File: src/design/ata_pkg.sv
`default_nettype none

package ata_pkg;

   // widths of the datapath
   localparam int SumW  = 32;   // ay^2 + az^2 fits in 32 bits unsigned
   localparam int RadW  = 48;   // radicand is the sum shifted up by 16
   localparam int RootW = 24;   // floor root of a 48-bit radicand
   localparam int RemW  = 27;   // partial remainder of the root recurrence
   localparam int NumW  = 24;   // numerator is the sample shifted up by 8
   localparam int VecW  = 28;   // cordic x and y with headroom for gain
   localparam int AngW  = 26;   // angle accumulator in degrees * 65536
   localparam int TableLen = 24;

   typedef logic [RootW-1:0]        root_type;
   typedef logic signed [NumW-1:0]  num_type;
   typedef logic signed [VecW-1:0]  vec_type;
   typedef logic signed [AngW-1:0]  ang_type;

   localparam ang_type Deg90Q16 = 26'sd5898240;
   localparam ang_type RoundQ8  = 26'sd128;

   // atan(2^-i) in degrees * 65536, rounded to nearest
   localparam ang_type AtanTable [TableLen] = '{
      26'sd2949120, 26'sd1740967, 26'sd919879, 26'sd466945,
      26'sd234379,  26'sd117304,  26'sd58666,  26'sd29335,
      26'sd14668,   26'sd7334,    26'sd3667,   26'sd1833,
      26'sd917,     26'sd458,     26'sd229,    26'sd115,
      26'sd57,      26'sd29,      26'sd14,     26'sd7,
      26'sd4,       26'sd2,       26'sd1,      26'sd0
   };

endpackage

`default_nettype wire

File: src/design/ata_sqrt.sv
`default_nettype none

// pipelined floor square root, one result bit per stage
module ata_sqrt (
   input  wire logic                       clock,
   input  wire logic                       reset,
   input  wire logic                       en,
   input  wire logic                       in_valid,
   input  wire logic [ata_pkg::SumW-1:0]   in_sum,
   input  wire ata_pkg::num_type           in_num,
   output logic                            out_valid,
   output ata_pkg::root_type               out_root,
   output ata_pkg::num_type                out_num
);

   localparam int Steps = ata_pkg::RootW;

   logic                          valid_ff [Steps];
   logic [ata_pkg::RemW-1:0]      rem_ff   [Steps];
   logic [ata_pkg::RemW-1:0]      rem_in   [Steps];
   ata_pkg::root_type             root_ff  [Steps];
   ata_pkg::root_type             root_in  [Steps];
   logic [ata_pkg::RadW-1:0]      rad_ff   [Steps];
   logic [ata_pkg::RadW-1:0]      rad_in   [Steps];
   ata_pkg::num_type              num_ff   [Steps];

   for (genvar k = 0; k < Steps; k++) begin : g_stage
      logic                     valid_prev;
      logic [ata_pkg::RemW-1:0] rem_prev;
      ata_pkg::root_type        root_prev;
      logic [ata_pkg::RadW-1:0] rad_prev;
      ata_pkg::num_type         num_prev;
      logic [ata_pkg::RemW-1:0] rem_sh;
      logic [ata_pkg::RemW-1:0] trial;
      logic                     take;

      if (k == 0) begin : g_first
         assign valid_prev = in_valid;
         assign rem_prev   = '0;
         assign root_prev  = '0;
         assign rad_prev   = {in_sum, 16'd0};
         assign num_prev   = in_num;
      end else begin : g_next
         assign valid_prev = valid_ff[k-1];
         assign rem_prev   = rem_ff[k-1];
         assign root_prev  = root_ff[k-1];
         assign rad_prev   = rad_ff[k-1];
         assign num_prev   = num_ff[k-1];
      end

      always_comb begin
         rem_sh     = {rem_prev[ata_pkg::RemW-3:0], rad_prev[ata_pkg::RadW-1 -: 2]};
         trial      = {1'b0, root_prev, 2'b01};
         take       = (rem_sh >= trial);
         rem_in[k]  = take ? (rem_sh - trial) : rem_sh;
         root_in[k] = {root_prev[ata_pkg::RootW-2:0], take};
         rad_in[k]  = {rad_prev[ata_pkg::RadW-3:0], 2'b00};
      end

      always_ff @(posedge clock) begin
         if (reset) begin
            valid_ff[k] <= 1'b0;
         end else if (en) begin
            valid_ff[k] <= valid_prev;
         end
         if (en) begin
            rem_ff[k]  <= rem_in[k];
            root_ff[k] <= root_in[k];
            rad_ff[k]  <= rad_in[k];
            num_ff[k]  <= num_prev;
         end
      end
   end

   assign out_valid = valid_ff[Steps-1];
   assign out_root  = root_ff[Steps-1];
   assign out_num   = num_ff[Steps-1];

endmodule

`default_nettype wire

File: config.mk
export PLATFORM = sky130hd
export DESIGN_NAME = ata_sqrt
export DESIGN_NICKNAME = d
export VERILOG_FILES = /design/src/design/ata_pkg.sv /design/src/design/ata_sqrt.sv
export SDC_FILE = /design/constraint.sdc
export NUM_CORES = 2
export LEC_CHECK = 0
export BUFFER_PORTS_ARGS = -buffer_cell sky130_fd_sc_hd__buf_2
export CAP_MARGIN = 0
export CORE_MARGIN = 2
export CORE_UTILIZATION = 25
export DETAILED_ROUTE_END_ITERATION = 7
export MAX_ROUTING_LAYER = met4
export PLACE_DENSITY = 0.36
export SLEW_MARGIN = 20
export SYNTH_ARGS = -nofsm -noshare
export SYNTH_HDL_FRONTEND = slang
export SYNTH_SLANG_ARGS = --single-unit
File: constraint.sdc
create_clock -name clock -period 7.15 [get_ports clock]
set_input_delay 1.0725 -clock clock [delete_from_list [all_inputs] [get_ports clock]]
set_output_delay 1.0725 -clock clock [all_outputs]
set_load 0.05 [all_outputs]
# Yosys cells after proc, flatten, opt, wreduce, memory -nomap -nowiden
# Memories as Yosys holds them, arrays and structs flattened.
# Index checks and enable logic that the tools add are counted.
# op_classes
n_addsub,24
order_cmp,24
n_bitwise,24
mux,54
# op_table
cell,n
$mux 27,24
$ge 27x26->1,23
$sub 27x26->27,23
$mux 1,30
$or 1x1->1,24
$sub 2x1->3 const B,1
$ge 2x1->1 const B,1
# word_totals
mem_count,5
wordCells,131
ram_bits,2928
ff_bits,0
input_bits,60
# memory_table
memory,words,word_bits,rd,rd_ports_with_merged_regs,wr,line,text
rad_ff,24,46,23,0,24,ata_sqrt.sv:23,logic [ata_pkg::RadW-1:0] rad_ff [Steps];
rem_ff,24,27,23,0,24,ata_sqrt.sv:19,logic [ata_pkg::RemW-1:0] rem_ff [Steps];
num_ff,24,24,24,0,24,ata_sqrt.sv:25,ata_pkg::num_type num_ff [Steps];
root_ff,24,24,24,0,24,ata_sqrt.sv:21,ata_pkg::root_type root_ff [Steps];
valid_ff,24,1,24,0,24,ata_sqrt.sv:18,logic valid_ff [Steps];

# Longest topological paths before layout
# depth
ltp_word,4
depth_mapped,13
depth_no_buf,13

# Worst setup path after synthesis
# OpenSTA, ideal clock, no wires.
# synth_timing
kind,register to register
startpoint,memory rem_ff[2][135] (netlist name)
endpoint,memory rem_ff[2][168] (netlist name) (data pin)
path_slack_ps,3881
period_less_slack_ps,3269
required_time_ps,6890
setup_ps,260
arrival_time_ps,3009
path_stages_with_launch,11
path_buffers,1
path_cell_list,edfxtp_1 ha_1 a211oi_1 o211ai_1 a311oi_1 o21ai_1 o311a_1 o221a_2 nor2_1 clkbuf_1 mux2_2
# synth_rtl
item,line
from (decl),ata_sqrt.sv:19

==> results.md <==
- Hold Violations, Final: 0
- Fill count: 28,600
- Wire per inst: 16.0 um
- Worst hold path depth: 1
- Syn Nets: 5,417
- Routing usage on met2: 0.161
- Area of the multi-input gates: 19,800 um^2
- Util after Layout: 0.294
- Core Region: 285,000 um^2
- DR vias: 39,000
- CTS H-tree depth: 4
- Relative slew slack: 0.311
- Startpoint types: flop
- Post-Syn Instances: 5,040
- Met3 Usage GRT: 0.0167
- TritonCTS clock tree: built
- I/O Buffers: 108
- Die ar.: 292,000 um^2
- Most frequent cell after synthesis: edfxtp_1
- Layout cell share with drive strength beyond 1: 0.0947
- ANT nets after route: 0
- Setup Crit Path Kind: flop to flop
- Clock Path Buffers: 4
- Via/cell ratio: 4.22
- Unrepaired setup endpoints after global routing: false
- Residual DRC count: 0
- Mean Syn Cell Area: 14.3 um^2
- R2R Setup Slk: 2.92 ns
- Hold Crit Class: primary input to flop
- Pre-antenna DRT Iters: 5
- EDFF count, synth: 1,675
- Initial core utilization: 0.252
- Total power: 26.8 mW
- Top-area cell type share of the netlist area: 0.700
- Hold EP: rad_ff[0][37]$_DFFE_PP_
- Maxcap violations: 0
- Inst Count DP: 8,870
- First-pass GRT wire length: 231,000 um
- Post-CTS resize count: 0
- Rows: 196
- Setup Fix Bufs, Post-CTS: 0
- Hold WS: 0.361 ns
- Die span in y: 540 um
- Worst path required time: 7.72 ns
- Critical Path Fanout Max: 37
- Num Clock Sinks: 1,675
- Final setup viols: 0
- Setup crit end kind: flop
- Tcrit/Tclk final: 0.592
- Crit path launch: rem_ff[2][135]$_SDFFCE_PP0P_
- R2R cell count: 10
- Clk slew on worst S/H paths: 0.06 ns
- DR iter-0 viols: 2,022
- Register area: 50,300 um^2
- Post-CTS Hold Fix Bufs: 0
- Worst vdd ir: 0.000199 V
- Clock Skews: 0.0770 ns
- Post-synth top cells: 1,675 x edfxtp_1, 385 x inv_1, 337 x nand2_1, 310 x ha_1, 280 x o21ai_0
- Die X: 540 um
- HPWL after DPL: 100,000 um
- Seq cells post-synth: 1,675
- Gr ovfl total: 0
- Worst-Skew Late Latency: 0.89 ns
- Global routing's busiest layer: met2
- Gp weighted congestion: 0.822
- Async set-reset flop share out of synthesis: 0
- Pwr dens: 319 nW/um^2
- Synth cell types: 87
- M1 GR Usage: 0.129
- Final Max Slew Viols: 0
- Lkg Pwr: 30.8 nW
- Largest net degree at the start of global routing: 177
- Status: finished, final reports clean
- Post-Route WL: 148,000 um
- Hold Path Origin: in_sum[21]
- Synth warn: 0
- Worst-margin pin slew: 1.03 ns
- Arr. time, crit path: 4.80 ns
- Synthesized area: 71,800 um^2
- Largest area contributor in the netlist: edfxtp_1
- Peak Freq: 236 MHz
- Reg2reg start: rem_ff[2][135]$_SDFFCE_PP0P_
- FF-to-FF End: rem_ff[2][168]$_DFFE_PP_
- # IOs: 109
- Total track usage: 0.103
- Area Overhead vs Synth: 16.8%
- Sequential cell area fraction in the yosys report: 0.700
- Final cell count without fillers: 9,245
- Num CTS Buffers: 208
- Root Driver: clkbuf_16
- Most area-consuming cells after synthesis: edfxtp_1 70%, ha_1 5.4%, xor2_1 2.7%
- Top_reg_cell synth: edfxtp_1
- Vias in the first global route: 39,900
- Final nets: 5,695
- Final Critical Period: 4.23 ns
- Sum Neg Setup Slack: 0 ns
- Initial antenna violation count: 3
power by group:
| part | switching (mW) | total, mW | internal [mW] | leakage [nW] |
|---|---|---|---|---|
| Sequential | 0.617 | 12.7 | 12.1 | 16.1 |
| Clock | 4.20 | 10.4 | 6.18 | 3.25 |
| Combinational | 2.16 | 3.68 | 1.52 | 11.5 |
| Total | 6.98 | 26.8 | 19.8 | 30.8 |
layer usage:
layer	part of all wire	wire length, um	up-vias
met2	0.46	67800	594
met3	0.038	5620	337
met4	0.045	6620	0
li1	-	-	19300
met1	0.46	67700	18700
met5	0	0	-
layout make-up:
type | instances | share of cell area
flip-flops and latches | 1675 | 0.599
multi-input cells | 2903 | 0.236
clock buffers | 247 | 0.0640
well taps | 3762 | 0.0561
inverters | 387 | 0.0173
clock inverters | 125 | 0.0156
repair buffers | 143 | 0.0111
diodes | 3 | 0.0000895
sequential cells by signal, summed over array words and instances (netlist names):
signal and flops:
rad_ff 240, root_ff 300, num_ff 576, valid_ff 24, rem_ff 535
critical path, cell delays in order (launching register included):
cell,delay [ns]
edfxtp_1,0.43
ha_1,0.34
a211oi_1,0.44
o211ai_1,0.24
a311oi_1,0.68
o21ai_1,0.23
o311a_1,0.41
o221a_2,0.29
nor2_2,0.15
buf_4,0.37
mux2_2,0.38
cells by family after synthesis:
| family | after synthesis | share of synthesized area |
|---|---|---|
| muxes | 33 | 0.00510 |
| buffers and inverters | 462 | 0.0243 |
| and+or+nand+nor | 1209 | 0.0836 |
| adders and majority gates | 317 | 0.0560 |
| other | 1 | 0.0000522 |
| xor gates and xnor gates | 412 | 0.0502 |
| AOI/OAI and AO/OA | 931 | 0.0805 |
| DFF | 1675 | 0.700 |
placed cells by master (no fill, tap or decap), types with 60 or more instances in the layout:
cell type and instances:
a21o_1 105, a21oi_1 253, buf_2 107, clkbuf_16 209, edfxtp_1 1675, ha_1 310, inv_1 385, nand2_1 337
nand2b_1 60, nand3_1 60, nor2_1 271, nor3_1 124, o21a_1 62, o21ai_0 279, xnor2_1 188, xor2_1 224
worst max path at each step:
stage / slack (ns) / cells after the start / end
6_report: 2.92 / 10 / rem_ff[2][168]$_DFFE_PP_
5_1_grt: 2.67 / 12 / rem_ff[2][165]$_DFFE_PP_
4_1_cts: 2.88 / 11 / rem_ff[2][165]$_DFFE_PP_
3_5_place_dp: 2.90 / 11 / rem_ff[2][165]$_DFFE_PP_
3_3_place_gp: 2.88 / 12 / rem_ff[2][140]$_DFFE_PP_
2_1_floorplan: 3.88 / 10 / rem_ff[2][168]$_DFFE_PP_
metrics by stage:
stage	cell area, um^2	setup WS [ns]
after floorplan	71800	3.88
after global placement	77200	2.88
after detailed placement	77200	2.90
after CTS	83900	2.88
after global routing	83900	2.67
final	83900	2.92
No activity file was read; power rests on OpenSTA's default activity.
