[src/design/ata_pkg.sv]
`default_nettype none

package ata_pkg;

   // widths of the datapath
   localparam int SumW  = 32;   // ay^2 + az^2 fits in 32 bits unsigned
   localparam int RadW  = 48;   // radicand is the sum shifted up by 16
   localparam int RootW = 24;   // floor root of a 48-bit radicand
   localparam int RemW  = 27;   // partial remainder of the root recurrence
   localparam int NumW  = 24;   // numerator is the sample shifted up by 8
   localparam int VecW  = 28;   // cordic x and y with headroom for gain
   localparam int AngW  = 26;   // angle accumulator in degrees * 65536
   localparam int TableLen = 24;

   typedef logic [RootW-1:0]        root_type;
   typedef logic signed [NumW-1:0]  num_type;
   typedef logic signed [VecW-1:0]  vec_type;
   typedef logic signed [AngW-1:0]  ang_type;

   localparam ang_type Deg90Q16 = 26'sd5898240;
   localparam ang_type RoundQ8  = 26'sd128;

   // atan(2^-i) in degrees * 65536, rounded to nearest
   localparam ang_type AtanTable [TableLen] = '{
      26'sd2949120, 26'sd1740967, 26'sd919879, 26'sd466945,
      26'sd234379,  26'sd117304,  26'sd58666,  26'sd29335,
      26'sd14668,   26'sd7334,    26'sd3667,   26'sd1833,
      26'sd917,     26'sd458,     26'sd229,    26'sd115,
      26'sd57,      26'sd29,      26'sd14,     26'sd7,
      26'sd4,       26'sd2,       26'sd1,      26'sd0
   };

endpackage

`default_nettype wire

[src/design/ata_cordic.sv]
`default_nettype none

// vectoring cordic, one micro-rotation per stage
module ata_cordic #(
   parameter int Steps = 16
) (
   input  wire logic                 clock,
   input  wire logic                 reset,
   input  wire logic                 en,
   input  wire logic                 in_valid,
   input  wire ata_pkg::root_type    in_den,
   input  wire ata_pkg::num_type     in_num,
   output logic                      out_valid,
   output logic                      out_zero,
   output ata_pkg::ang_type          out_ang
);

   logic              valid_ff [Steps];
   logic              zero_ff  [Steps];
   ata_pkg::vec_type  x_ff     [Steps];
   ata_pkg::vec_type  x_in     [Steps];
   ata_pkg::vec_type  y_ff     [Steps];
   ata_pkg::vec_type  y_in     [Steps];
   ata_pkg::ang_type  z_ff     [Steps];
   ata_pkg::ang_type  z_in     [Steps];

   for (genvar i = 0; i < Steps; i++) begin : g_stage
      logic             valid_prev;
      logic             zero_prev;
      ata_pkg::vec_type x_prev;
      ata_pkg::vec_type y_prev;
      ata_pkg::ang_type z_prev;
      ata_pkg::vec_type xs;
      ata_pkg::vec_type ys;
      logic             up;

      if (i == 0) begin : g_first
         assign valid_prev = in_valid;
         assign zero_prev  = (in_den == '0) && (in_num == '0);
         assign x_prev     = ata_pkg::vec_type'({4'd0, in_den});
         assign y_prev     = ata_pkg::vec_type'(in_num);
         assign z_prev     = '0;
      end else begin : g_next
         assign valid_prev = valid_ff[i-1];
         assign zero_prev  = zero_ff[i-1];
         assign x_prev     = x_ff[i-1];
         assign y_prev     = y_ff[i-1];
         assign z_prev     = z_ff[i-1];
      end

      always_comb begin
         xs      = x_prev >>> i;
         ys      = y_prev >>> i;
         up      = (y_prev > 0);
         x_in[i] = up ? (x_prev + ys) : (x_prev - ys);
         y_in[i] = up ? (y_prev - xs) : (y_prev + xs);
         z_in[i] = up ? (z_prev + ata_pkg::AtanTable[i])
                      : (z_prev - ata_pkg::AtanTable[i]);
      end

      always_ff @(posedge clock) begin
         if (reset) begin
            valid_ff[i] <= 1'b0;
         end else if (en) begin
            valid_ff[i] <= valid_prev;
         end
         if (en) begin
            zero_ff[i] <= zero_prev;
            x_ff[i]    <= x_in[i];
            y_ff[i]    <= y_in[i];
            z_ff[i]    <= z_in[i];
         end
      end
   end

   assign out_valid = valid_ff[Steps-1];
   assign out_zero  = zero_ff[Steps-1];
   assign out_ang   = z_ff[Steps-1];

endmodule

`default_nettype wire

[config.mk]
export PLATFORM = sky130hd
export DESIGN_NAME = ata_cordic
export DESIGN_NICKNAME = d
export VERILOG_FILES = /design/src/design/ata_pkg.sv /design/src/design/ata_cordic.sv
export SDC_FILE = /design/constraint.sdc
export NUM_CORES = 2
export LEC_CHECK = 0
export BUFFER_PORTS_ARGS = -buffer_cell sky130_fd_sc_hd__buf_2
export CAP_MARGIN = 20
export CORE_ASPECT_RATIO = 0.75
export CORE_MARGIN = 2
export CORE_UTILIZATION = 40
export CTS_CLUSTER_DIAMETER = 60
export CTS_CLUSTER_SIZE = 20
export DETAILED_ROUTE_END_ITERATION = 10
export SETUP_SLACK_MARGIN = 0.15
export SLEW_MARGIN = 15
export SYNTH_ARGS = -nofsm -noshare
export SYNTH_HDL_FRONTEND = slang
export SYNTH_SLANG_ARGS = --single-unit
[constraint.sdc]
create_clock -name clock -period 5.9 [get_ports clock]
set_clock_uncertainty 0.2 [all_clocks]
set_input_delay 0.295 -clock clock [delete_from_list [all_inputs] [get_ports clock]]
set_output_delay 0.295 -clock clock [all_outputs]
set_load 0.01 [all_outputs]
After elaboration in Yosys (flattened, before gate mapping)
Memory sizes are Yosys's and may differ from the RTL's.
Cells that the tools add are included.
{"block": "word_totals", "register_bits": 0, "ram_bits": 1344, "input_bits": 52, "out_inout_bits": 28, "elab_cells": 203, "n_memories": 5}
{"memory": "x_ff", "words": 16, "word_bits": 28, "rd": 15, "rd_clocked_by_memory_dff": 0, "wr": 16, "line_no": "ata_cordic.sv:20", "rtl": "ata_pkg::vec_type x_ff [Steps];"}
{"memory": "y_ff", "words": 16, "word_bits": 28, "rd": 15, "rd_clocked_by_memory_dff": 0, "wr": 16, "line_no": "ata_cordic.sv:22", "rtl": "ata_pkg::vec_type y_ff [Steps];"}
{"memory": "z_ff", "words": 16, "word_bits": 26, "rd": 16, "rd_clocked_by_memory_dff": 0, "wr": 16, "line_no": "ata_cordic.sv:24", "rtl": "ata_pkg::ang_type z_ff [Steps];"}
{"memory": "valid_ff", "words": 16, "word_bits": 1, "rd": 16, "rd_clocked_by_memory_dff": 0, "wr": 16, "line_no": "ata_cordic.sv:18", "rtl": "logic valid_ff [Steps];"}
{"memory": "zero_ff", "words": 16, "word_bits": 1, "rd": 16, "rd_clocked_by_memory_dff": 0, "wr": 16, "line_no": "ata_cordic.sv:19", "rtl": "logic zero_ff [Steps];"}
{"block": "classes", "add_sub_neg": 93, "order_cmp": 16, "muxes": 70, "bitwise_logic": 16, "reduce_logical": 3}
{"op": "28-bit 2-to-1 mux", "count": 32}
{"op": "28-bit by 1-bit greater-than comparator with 1-bit output (second input constant)", "count": 15}
{"op": "26-bit 2-to-1 mux", "count": 16}
{"op": "28-bit by 13-bit adder with 28-bit output", "count": 2}
{"op": "28-bit by 14-bit adder with 28-bit output", "count": 2}
{"op": "28-bit by 15-bit adder with 28-bit output", "count": 2}
{"op": "28-bit by 16-bit adder with 28-bit output", "count": 2}
{"op": "28-bit by 17-bit adder with 28-bit output", "count": 2}
{"op": "28-bit by 18-bit adder with 28-bit output", "count": 2}
{"op": "28-bit by 19-bit adder with 28-bit output", "count": 2}
{"op": "28-bit by 20-bit adder with 28-bit output", "count": 2}
{"op": "28-bit by 21-bit adder with 28-bit output", "count": 2}
{"op": "28-bit by 22-bit adder with 28-bit output", "count": 2}
{"op": "28-bit by 23-bit adder with 28-bit output", "count": 2}
{"op": "28-bit by 24-bit adder with 28-bit output", "count": 2}
{"op": "28-bit by 25-bit adder with 28-bit output", "count": 2}
{"op": "28-bit by 26-bit adder with 28-bit output", "count": 2}
{"op": "28-bit by 27-bit adder with 28-bit output", "count": 2}
{"op": "28-bit by 13-bit subtractor with 28-bit output", "count": 2}
{"op": "28-bit by 14-bit subtractor with 28-bit output", "count": 2}
{"op": "28-bit by 15-bit subtractor with 28-bit output", "count": 2}
{"op": "28-bit by 16-bit subtractor with 28-bit output", "count": 2}
{"op": "28-bit by 17-bit subtractor with 28-bit output", "count": 2}
{"op": "28-bit by 18-bit subtractor with 28-bit output", "count": 2}
{"op": "47 further kinds", "count": 93}

Longest topological paths before layout
{"block": "logic_depth", "word_depth": 4, "ltp_mapped": 24, "mapped_depth_nobuf": 22}

Least setup slack after synthesis
No wires, ideal clock.
{"block": "synth_path", "kind": "register -> register", "from": "memory y_ff[1][135] (netlist name)", "to": "memory y_ff[1][166] (netlist name), data pin", "setup_ps": 256, "arrival_time_ps": 5528, "required_ps": 5444, "setup_slack_ps": -84, "stages_incl_launch_ff": 21, "path_buffers": 2, "synth_period_minus_slack_ps": 5984, "cell_sequence": "edfxtp_1 -> or4_1 -> or3_1 -> clkbuf_1 -> nor3_1 -> nor2_1 -> inv_1 -> clkbuf_1 -> nor2_1 -> xor2_1 -> ha_1 -> a211o_1 -> a21oi_1 -> a211oi_1 -> o41ai_2 -> o211ai_1 -> o311ai_1 -> o21ai_1 -> a31o_2 -> or4b_1 -> and4_1"}
{"element": "from (decl)", "line_no": "ata_cordic.sv:22"}

==> results.py <==
metrics = {
    "run_status": {
        "status": "completed",
    },
    "detailed_routing": {
        "dr.pass1.iters": 6,
        "vias_per_cell": 5.67,
        "wire_per_inst_microns": 20.0,
        "wl_mm": 284,
        "drt_first_iter_violations": 7039,
        "drtAntennaViolNets": 0,
        "drc": 0,
        "num_vias": 80700,
    },
    "logic_synthesis": {
        "syn_area_sq_um": 99800,
        "synth_area_per_cell_sq_um": 9.65,
        "seq_area_frac_synth": 0.358,
        "synthCells": 10300,
        "synth_cell_types": 93,
        "yosys.area.top_type": "edfxtp_1",
        "synthTopCellsByArea": "edfxtp_1 (36%), ha_1 (14%), xnor2_1 (8.3%)",
        "yosysWarnings": 0,
        "ys_ff_latch": 1188,
        "ys_async_sr_fraction": 0,
        "synth_top_area_share": 0.358,
        "synth_edf_count": 1188,
        "synth_nets": 11600,
        "synth-main-ff-cell": "edfxtp_1",
    },
    "die": {
        "pin_count": 80,
        "dieArea_sq_um": 253000,
        "core_area_sq_um": 248000,
        "die_h_microns": 437,
        "rows": 158,
        "initial_core_util": 0.403,
        "die_w_microns": 581,
    },
    "worst_setup_path": {
        "critPathCaptureType": "flip-flop",
        "required_ns": 6.21,
        "crit_path_start_kind": "flip-flop",
        "arrival_ns": 6.02,
        "cp_max_fo": 6,
        "worstSetupPathType": "reg2reg",
    },
    "clock_network": {
        "clk_latency_ns": 0.81,
        "clkTransAtPathRegs_ns": 0.08,
        "tritoncts": "built",
        "cts_root_buffer": "clkbuf_16",
        "htreeDepth": 3,
        "clk_path_buf_depth": 3,
        "cts_sinks": 1188,
        "cts_buffers": 121,
    },
    "layout": {
        "finalInstanceArea_sq_um": 113000,
        "final_nets": 12100,
        "drive_gt1_frac": 0.0918,
        "fillerInstances": 23300,
        "syn2layout_area_growth_pct": 13.0,
    },
    "timing": {
        "period_needed_ns": 5.72,
        "whs_ns": 0.0581,
        "setup_viol": 0,
        "post-route-period-util": 0.969,
        "max_freq_mhz": 175,
        "slew_headroom": 0.247,
        "drv_slew": 0,
        "grt_setup_unrepaired": "true",
        "finalHoldViolations": 0,
        "tightestPinTransition_ns": 1.10,
    },
    "place": {
        "portBuffers": 78,
        "gp_congestion": 0.950,
        "placed_area_sq_um": 107000,
        "hpwl_mm": 227,
    },
    "flow_run": {
        "cap_viol_max_count": 0,
    },
    "worst_hold_path": {
        "hold_class": "in2reg",
    },
    "grt": {
        "grt_pass1_vias": 75500,
        "grt_overflow": 0,
        "antenna_found_initial": 0,
        "grt_max_degree": 166,
        "track_usage": 0.217,
        "grt_pass1_wl_mm": 441,
    },
}
-- flip-flops by register name, indices dropped and copies added, names as in the netlist --
register / flops
zero_ff: 16
x_ff: 376
z_ff: 363
y_ff: 417
valid_ff: 16
-- critical path, stage by stage (launching register included) --
cell and delay, ns:
edfxtp_1 0.41, or4_4 0.55, or3_4 0.36, nor3_4 0.22
nand2_2 0.10, nor4_4 0.25, nor4b_4 0.32, a21oi_4 0.16
buf_6 0.18, nand2_1 0.07, xor2_1 0.19, ha_1 0.30
nor2b_1 0.16, a311oi_2 0.34, a21oi_2 0.12, a41o_1 0.23
a221o_1 0.43, o211ai_1 0.28, nand2_1 0.14, a221oi_2 0.29
xnor2_1 0.13
-- final cells by class --
| cell class | count | area, sq um | share of cell area |
|---|---|---|---|
| multi-input combinational | 8560 | 62700 | 0.556 |
| sequential | 1188 | 35700 | 0.316 |
| tap | 3280 | 4100 | 0.0364 |
| timing repair buffer | 529 | 4080 | 0.0362 |
| clock buffer | 125 | 3060 | 0.0272 |
| inverter | 446 | 1690 | 0.0150 |
| clock inverter | 105 | 1400 | 0.0125 |
| antenna | 1 | 2.50 | 0.0000222 |
-- per-layer routing --
layer | GRT usage | share of wire | up-vias
li1 | - | - | 39600
met1 | 0.339 | 0.51 | 38500
met2 | 0.312 | 0.40 | 2293
met3 | 0.0372 | 0.071 | 253
met4 | 0.0378 | 0.016 | 0
met5 | 0 | 0 | -
-- Yosys cell counts (all sizes together) (80+ instances only) --
| master | count |
|---|---|
| nand3 | 184 |
| nor4 | 105 |
| nand2 | 596 |
| xor2 | 502 |
| clkbuf | 110 |
| o21ai | 606 |
| xnor2 | 946 |
| nor2 | 838 |
| a31oi | 80 |
| nor3 | 279 |
| nor2b | 131 |
| o21bai | 168 |
| ha | 1156 |
| o31ai | 174 |
| nand2b | 147 |
| a21oi | 950 |
| edfxtp | 1188 |
| a21o | 436 |
| o21a | 170 |
| or3 | 100 |
| inv | 441 |
| a211oi | 111 |
-- path summary, 6_finish.rpt --
check / from / to / slack, ns / depth (start not counted)
setup / recovery: y_ff[0][39] / x_ff[0][82] / 0.18 / 20
hold reg to reg: zero_ff[3][1] / zero_ff[4][0] / 0.22 / 0
hold / removal: in_num[4] / y_ff[0][4] / 0.06 / 3
setup reg to reg: y_ff[0][39] / x_ff[0][82] / 0.18 / 20
-- cell families after synthesis --
group,synth area share
fa+ha+maj,0.153
simple gates,0.135
mux,0.00331
xor+xnor,0.127
other cells,0.0000376
buf+inv,0.0232
flops,0.358
compound gates,0.200
-- cells in the final DEF (no fill, tap or decap), types with 38 or more instances in the layout --
master | synthesis | layout
o21a_1 | 170 | 170
nor2_1 | 836 | 827
xor2_1 | 502 | 501
nor2b_1 | 131 | 126
or2_2 | 44 | 44
nand2b_1 | 147 | 147
nand3_1 | 184 | 184
a21o_1 | 436 | 436
nand4_1 | 66 | 66
a211oi_1 | 111 | 103
nand2_1 | 596 | 594
or3_1 | 97 | 95
o21bai_1 | 168 | 167
fa_1 | 41 | 39
inv_1 | 436 | 431
buf_4 | 3 | 401
xnor2_1 | 946 | 943
o21ai_0 | 598 | 566
clkbuf_16 | 0 | 123
buf_2 | 22 | 80
o41ai_1 | 52 | 50
a21oi_1 | 948 | 929
nor3_1 | 277 | 262
or4_1 | 39 | 38
ha_1 | 1156 | 1151
nor4_1 | 101 | 94
edfxtp_1 | 1188 | 1188
o31ai_1 | 171 | 151
a31oi_1 | 80 | 73
and2_1 | 67 | 67
o211ai_1 | 41 | 41
and3_1 | 78 | 78
-- timing repair --
action	CTS	global route
endpoints found under the hold margin	88	0
pin swaps	1	82
hold buffers	21	0
resized for setup	30	201
endpoints found under the setup margin	44	203
buffers inserted	2	44
gates cloned	0	1
-- through the flow --
stage / setup TNS [ns] / setup WS (ns) / util / instances
after detailed placement: -0.0386 / -0.0313 / 0.431 / 13900
after global routing: -0.0640 / -0.0640 / 0.455 / 14200
after global placement: -0.0275 / -0.0241 / 0.431 / 13900
final: 0 / 0.183 / 0.455 / 14200
after CTS: 0 / 0.155 / 0.450 / 14200
after floorplan: 0 / 0.176 / - / 10300
Power is not shown: default switching activity piles up to over one toggle a cycle in this logic, so the estimate is an artifact.
